## config.mk

```make
export PLATFORM = sky130hd
export DESIGN_NAME = gbl_ctrl
export DESIGN_NICKNAME = d
export VERILOG_FILES = /design/src/design/gbl_pkg.sv /design/src/design/gbl_ctrl.sv
export SDC_FILE = /design/constraint.sdc
export NUM_CORES = 1
export LEC_CHECK = 0
export ABC_AREA = 1
export BUFFER_PORTS_ARGS = -buffer_cell sky130_fd_sc_hd__buf_2
export CORE_MARGIN = 10
export CORE_UTILIZATION = 37
export DETAILED_ROUTE_END_ITERATION = 16
export PLACE_DENSITY = 0.67
export SYNTH_ARGS = -nofsm -noshare
export SYNTH_HDL_FRONTEND = slang
export SYNTH_SLANG_ARGS = --single-unit
```

## constraint.sdc

```tcl
create_clock -name i_clk -period 2.6 [get_ports i_clk]
set_input_delay 0.26 -clock i_clk [delete_from_list [all_inputs] [get_ports i_clk]]
set_output_delay 0.26 -clock i_clk [all_outputs]
set_load 0.005 [all_outputs]
```

## src/design/gbl_pkg.sv

```systemverilog
`timescale 1ns / 1ps
// ----------------------------------------------------------------------------
// gbl_pkg
// Shared constants, codes and controller/datapath bundles of the greedy
// best-link path selector.
// ----------------------------------------------------------------------------
package gbl_pkg;

    localparam int MAX_NODES = 16;
    localparam int NODE_W    = $clog2(MAX_NODES);
    localparam int CNT_W     = NODE_W + 1;
    localparam int TAB_DEPTH = MAX_NODES * MAX_NODES;
    localparam int ADDR_W    = 2 * NODE_W;
    localparam int WEIGHT_W  = 16;
    localparam int PATH_W    = 8;
    localparam int STATUS_W  = 2;
    localparam int CFG_IDX_W = 2;
    localparam int CFG_DAT_W = 5;
    localparam int IN_DATA_W  = 24;
    localparam int OUT_DATA_W = 24;

    localparam logic [NODE_W-1:0] HOP_LIMIT = NODE_W'(15);

    // result status codes
    localparam logic [STATUS_W-1:0] ST_HOP    = 2'd0;
    localparam logic [STATUS_W-1:0] ST_WACK   = 2'd1;
    localparam logic [STATUS_W-1:0] ST_NOMORE = 2'd2;

    // config register indexes
    localparam logic [CFG_IDX_W-1:0] CFG_NODE_COUNT = 2'd0;
    localparam logic [CFG_IDX_W-1:0] CFG_SOURCE     = 2'd1;
    localparam logic [CFG_IDX_W-1:0] CFG_SINK       = 2'd2;

    localparam logic [CNT_W-1:0]  RST_NODE_COUNT = CNT_W'(16);
    localparam logic [NODE_W-1:0] RST_SOURCE     = NODE_W'(0);
    localparam logic [NODE_W-1:0] RST_SINK       = NODE_W'(1);

    // result select codes
    localparam logic [2:0] RES_WACK   = 3'd0;
    localparam logic [2:0] RES_NOMORE = 3'd1;
    localparam logic [2:0] RES_SELF   = 3'd2;
    localparam logic [2:0] RES_DIRECT = 3'd3;
    localparam logic [2:0] RES_HOP    = 3'd4;

    typedef struct packed {
        logic       accept;
        logic       wr;
        logic       start;
        logic       rd_dir;
        logic       mark_cur;
        logic       scan_start;
        logic       scan_run;
        logic       load;
        logic [2:0] res_sel;
        logic       set_exh;
        logic       path_inc;
        logic       hop_adv;
    } t_cmd;

    typedef struct packed {
        logic early_fail;
        logic self_path;
        logic first;
        logic hop_limit;
        logic dir_hit;
        logic scan_done;
        logic best_none;
        logic hop_last;
        logic out_free;
    } t_sts;

endpackage

```

## src/design/gbl_ctrl.sv

```systemverilog
`timescale 1ns / 1ps
// ----------------------------------------------------------------------------
// gbl_ctrl
// Controller: sequences write acknowledges, the start checks and the
// hop-by-hop greedy walk over the datapath.
// ----------------------------------------------------------------------------
module gbl_ctrl (
    input  logic          i_clk,
    input  logic          i_rst_n,
    input  logic          i_s_tvalid,
    output logic          o_s_tready,
    input  logic          i_func,
    input  gbl_pkg::t_sts i_sts,
    output gbl_pkg::t_cmd o_cmd
);
    import gbl_pkg::*;

    localparam logic [2:0] S_IDLE   = 3'd0;
    localparam logic [2:0] S_WACK   = 3'd1;
    localparam logic [2:0] S_CHECK  = 3'd2;
    localparam logic [2:0] S_STEP   = 3'd3;
    localparam logic [2:0] S_DIRRD  = 3'd4;
    localparam logic [2:0] S_DIRCHK = 3'd5;
    localparam logic [2:0] S_SCAN   = 3'd6;
    localparam logic [2:0] S_RES    = 3'd7;

    logic [2:0] r_state;
    logic [2:0] n_state;

    always_comb begin
        n_state = r_state;
        o_cmd   = '0;
        o_cmd.res_sel = RES_NOMORE;
        o_s_tready = (r_state == S_IDLE);
        unique case (r_state)
            S_IDLE: begin
                if (i_s_tvalid) begin
                    o_cmd.accept = 1'b1;
                    o_cmd.wr     = !i_func;
                    n_state      = i_func ? S_CHECK : S_WACK;
                end
            end
            S_WACK: begin
                if (i_sts.out_free) begin
                    o_cmd.load    = 1'b1;
                    o_cmd.res_sel = RES_WACK;
                    n_state       = S_IDLE;
                end
            end
            S_CHECK: begin
                if (i_sts.early_fail) begin
                    if (i_sts.out_free) begin
                        o_cmd.load    = 1'b1;
                        o_cmd.res_sel = RES_NOMORE;
                        n_state       = S_IDLE;
                    end
                end else if (i_sts.self_path) begin
                    if (i_sts.out_free) begin
                        o_cmd.load     = 1'b1;
                        o_cmd.res_sel  = RES_SELF;
                        o_cmd.path_inc = 1'b1;
                        n_state        = S_IDLE;
                    end
                end else begin
                    o_cmd.start = 1'b1;
                    n_state     = S_STEP;
                end
            end
            S_STEP: begin
                if (i_sts.hop_limit) begin
                    if (i_sts.out_free) begin
                        o_cmd.load    = 1'b1;
                        o_cmd.res_sel = RES_NOMORE;
                        o_cmd.set_exh = 1'b1;
                        n_state       = S_IDLE;
                    end
                end else if (i_sts.first) begin
                    n_state = S_DIRRD;
                end else begin
                    o_cmd.scan_start = 1'b1;
                    n_state          = S_SCAN;
                end
            end
            S_DIRRD: begin
                o_cmd.rd_dir = 1'b1;
                n_state      = S_DIRCHK;
            end
            S_DIRCHK: begin
                if (i_sts.dir_hit) begin
                    if (i_sts.out_free) begin
                        o_cmd.load     = 1'b1;
                        o_cmd.res_sel  = RES_DIRECT;
                        o_cmd.path_inc = 1'b1;
                        n_state        = S_IDLE;
                    end
                end else begin
                    o_cmd.mark_cur   = 1'b1;
                    o_cmd.scan_start = 1'b1;
                    n_state          = S_SCAN;
                end
            end
            S_SCAN: begin
                if (i_sts.scan_done) begin
                    n_state = S_RES;
                end else begin
                    o_cmd.scan_run = 1'b1;
                end
            end
            S_RES: begin
                if (i_sts.out_free) begin
                    o_cmd.load = 1'b1;
                    if (i_sts.best_none) begin
                        o_cmd.res_sel = RES_NOMORE;
                        o_cmd.set_exh = 1'b1;
                        n_state       = S_IDLE;
                    end else begin
                        o_cmd.res_sel  = RES_HOP;
                        o_cmd.hop_adv  = 1'b1;
                        o_cmd.path_inc = i_sts.hop_last;
                        n_state        = i_sts.hop_last ? S_IDLE : S_STEP;
                    end
                end
            end
            default: begin
                n_state = S_IDLE;
            end
        endcase
    end

    always_ff @(posedge i_clk) begin
        if (!i_rst_n) begin
            r_state <= S_IDLE;
        end else begin
            r_state <= n_state;
        end
    end

endmodule

```

==> key figures <==
Floorplan
  • Die W: roughly 57 µm
  • Die Span Y: 56.9 µm
  • Total I/O pin count: 28
  • Starting Density: 39.2%
  • Core area: 0.00128 mm²
  • Die area: 0.00324 mm²
  • # rows: 13

Worst setup path
  • CP Launch Type: flip-flop
  • Setup crit end: o_cmd[6]
  • Worst reg-to-reg setup slack: 1.29 ns
  • Worst Setup End Kind: primary output
  • Worst r2r src: r_state[0]$_SDFFE_PN0P_
  • Crit path launch: r_state[0]$_SDFFE_PN0P_
  • Max incr delay on CP: around 0.54 ns
  • Crit path max fanout: 10
  • Worst Path Required: between 2 and 2.5 ns
  • Worst path slowest cell: dfxtp_1
  • CP arrival: 1.56 ns
  • RR Endpoint: r_state[0]$_SDFFE_PN0P_
  • Crit-path cells: nand2_2 -> nor2_2 -> inv_2 -> nor3_1 -> a21oi_1 -> o211ai_1 -> buf_2
  • Crit path kind: reg -> out
  • Reg2reg path depth: 7

Route
  • Avg WL per Cell: 10.5 µm
  • Post-DR vias/cell: 4.85
  • 1st-iter DRT viols: 20
  • Residual DRC: 0
  • Post-route ant nets: 0
  • Total wire length: ~1500 µm
  • Vias: 688
  • Iteration count of the initial detailed-routing pass: 4

Yosys
  • Synthesized instance count: 97
  • Synthesized-area fraction occupied by adder cells: 0%
  • Syn avg cell area: 5.20 µm²
  • Post-synthesis sequential area ratio: 11.9%
  • Multiplexer share of the synthesized area: 0%
  • Post-synth top cells: 26 x nand2_1, 16 x inv_1, 13 x nor2_1
  • Synthesis warning total: 0
  • Async S/R FF share, synth: 0%
  • Post-Syn Area: 504 µm²
  • Post-synth EDFFs: 0
  • Complex-gate fraction of the synthesized area: 14.4%
  • Top cell type's share of synthesized area: 19.4%
  • XOR/XNOR Fraction of Synth Area: 0%
  • Area leader, netlist: nand2_1
  • Syn Nets: 110
  • Main combinational cell family by area after synthesis: simple AND/OR/NAND/NOR gates
  • Ys flop type: dfxtp_1
  • Yosys cell types: 18
  • Area contributors post-synth: nand2_1 19%, dfxtp_1 12%, inv_1 12%
  • Simple-Gate Fraction of Synth Area: a little under three fifths
  • Top-count cell post-synth: nand2_1
  • Yosys reg bits: 3

Finish
  • Layout Cells excl Fill: 142
  • Area Overhead vs Synth: 33.5%
  • Fillers: 158
  • Most flops, register: r_state
  • Max reg flops: 3
  • Layout cells sized above 1: 34.6%
  • Final design utilization: between 50% and 60%
  • Final nets: 141
  • Ant. Diodes: 0
  • Regs by FF count: r_state: 3 flops

Timing
  • FMAX: 550 MHz
  • Fin Setup TNS: 0 ns
  • Max-slew violation count: 0
  • Final hold vios: 0
  • RSZ-0062 raised after global routing: false
  • Period minus WS final: 1.82 ns
  • Fin crit share: 69.9%
  • Max_slew headroom: 74.4%
  • Clock Skews: 0.00532 ns
  • Post-route setup slack: 0.782 ns
  • Setup violations, final: 0
  • Slew @ Worst Pin: 0.384 ns

Power and ir drop
  • Clk pwr share: 28.7%
  • Reg power frac: 24.5%
  • P_leak: 0.428 nW
  • Final Power: approximately 280 µW
  • Switch share: 41.4%
  • Psw: 114 µW
  • Pwr Density: 409 mW/mm²
  • Internal power: 161 µW
  • Logic gate share of total power: 46.8%
  • Maximum vdd drop: 399 µV

Clock tree
  • Max H-tree Level: 1
  • Post-CTS resize count: 0
  • Clock Sinks: 3
  • Clock Path Buffers: 2
  • Hold Buf Count CTS: 0
  • Num CTS Buffers: 3
  • Total setup buffers inserted after CTS: 0
  • CTS root buf: clkbuf_4
  • Clock Latency Late Sink: 0.23 ns
  • CTS tree: done
  • Clk pin slew, worst setup/hold paths: 0.04 ns

GRT
  • Number of global-route vias before repair: ~630
  • Total track usage: 9.31%
  • Largest net degree at the start of global routing: 11
  • First-pass GRT wire length: 2640 µm
  • GR Overflow Total: 0
  • Initial antenna violation count: 0

Place
  • I/O Buffers: 27
  • DP HPWL: 1320 µm
  • Placed Cells: 138
  • Setup slack after placement: a little over 1 ns
  • Final Wtd Congestion: 0.875

Run
  • MaxCap Viol Count: 0

Run status
  • Status: finished clean

Worst hold path
  • Hold Crit Class: in -> reg
worst max-delay path: cells and delay by family (launching register included):
family | cells | cell delay (ns)
buf+inv | 2 | 0.19
simple gates | 3 | 0.45
compound gates | 2 | 0.14
flops | 1 | 0.54
cells in the final DEF (no fill, tap or decap), types with 3 or more instances in the layout:
cell type   n
inv_2       3
dfxtp_1     3
nand2_2     3
a21oi_1     6
nand3_1     7
nor2_1     13
clkbuf_4    3
nand2_1    26
nor3_1      3
buf_2      27
nor2_2      4
inv_1      16
o21ai_0     3
how the worst min path moves through the flow:
stage | startpoint | slack [ns] | endpoint | cells after the start
finish | i_rst_n | 0.26 | r_state[1]$_SDFFE_PN0P_ | 3
global route | i_rst_n | 0.28 | r_state[1]$_SDFFE_PN0P_ | 3
CTS | i_rst_n | 0.26 | r_state[1]$_SDFFE_PN0P_ | 3
detailed placement | i_rst_n | 0.50 | r_state[1]$_SDFFE_PN0P_ | 3
global placement | i_rst_n | 0.50 | r_state[1]$_SDFFE_PN0P_ | 3
floorplan | i_rst_n | 0.38 | r_state[1]$_SDFFE_PN0P_ | 2
cell families after synthesis:
| family | after synthesis |
|---|---|
| AO/OA/AOI/OAI | 13 |
| buffers and inverters | 20 |
| flip-flops | 3 |
| AND/OR/NAND/NOR | 61 |
final cells by class:
cell class / count / area (µm²) / area share (%)
Multi-Input combinational cell: 74 / 362 / 53.7
Timing Repair Buffer: 27 / 135 / 20.1
Inverter: 19 / 71.3 / 10.6
Sequential cell: 3 / 60.1 / 8.92
Clock buffer: 4 / 26.3 / 3.90
Tap cell: 15 / 18.8 / 2.79
stage by stage:
stage | instance area (µm²) | hold WS, ns
global route | 673 | 0.284
CTS | 673 | 0.262
finish | 673 | 0.265
global placement | 647 | 0.502
floorplan | 504 | 0.384
detailed placement | 647 | 0.503
power groups by stage:
stage | clock network, mW | logic (mW) | registers (mW)
floorplan | 0 | 0.0967 | 0.0589
global placement | 0 | 0.131 | 0.0675
detailed placement | 0 | 0.130 | 0.0675
CTS | 0.0814 | 0.131 | 0.0669
global route | 0.0906 | 0.149 | 0.0687
finish | 0.0789 | 0.129 | 0.0674
per-layer routing:
metal,global-route usage (%),part of all wire (%),up-vias
met3,2.92,6.5,2
met5,0,0,-
li1,-,-,363
met4,3.02,0.94,0
met2,16.6,52,24
met1,10.0,40,299
No activity file was read; power rests on OpenSTA's default activity.
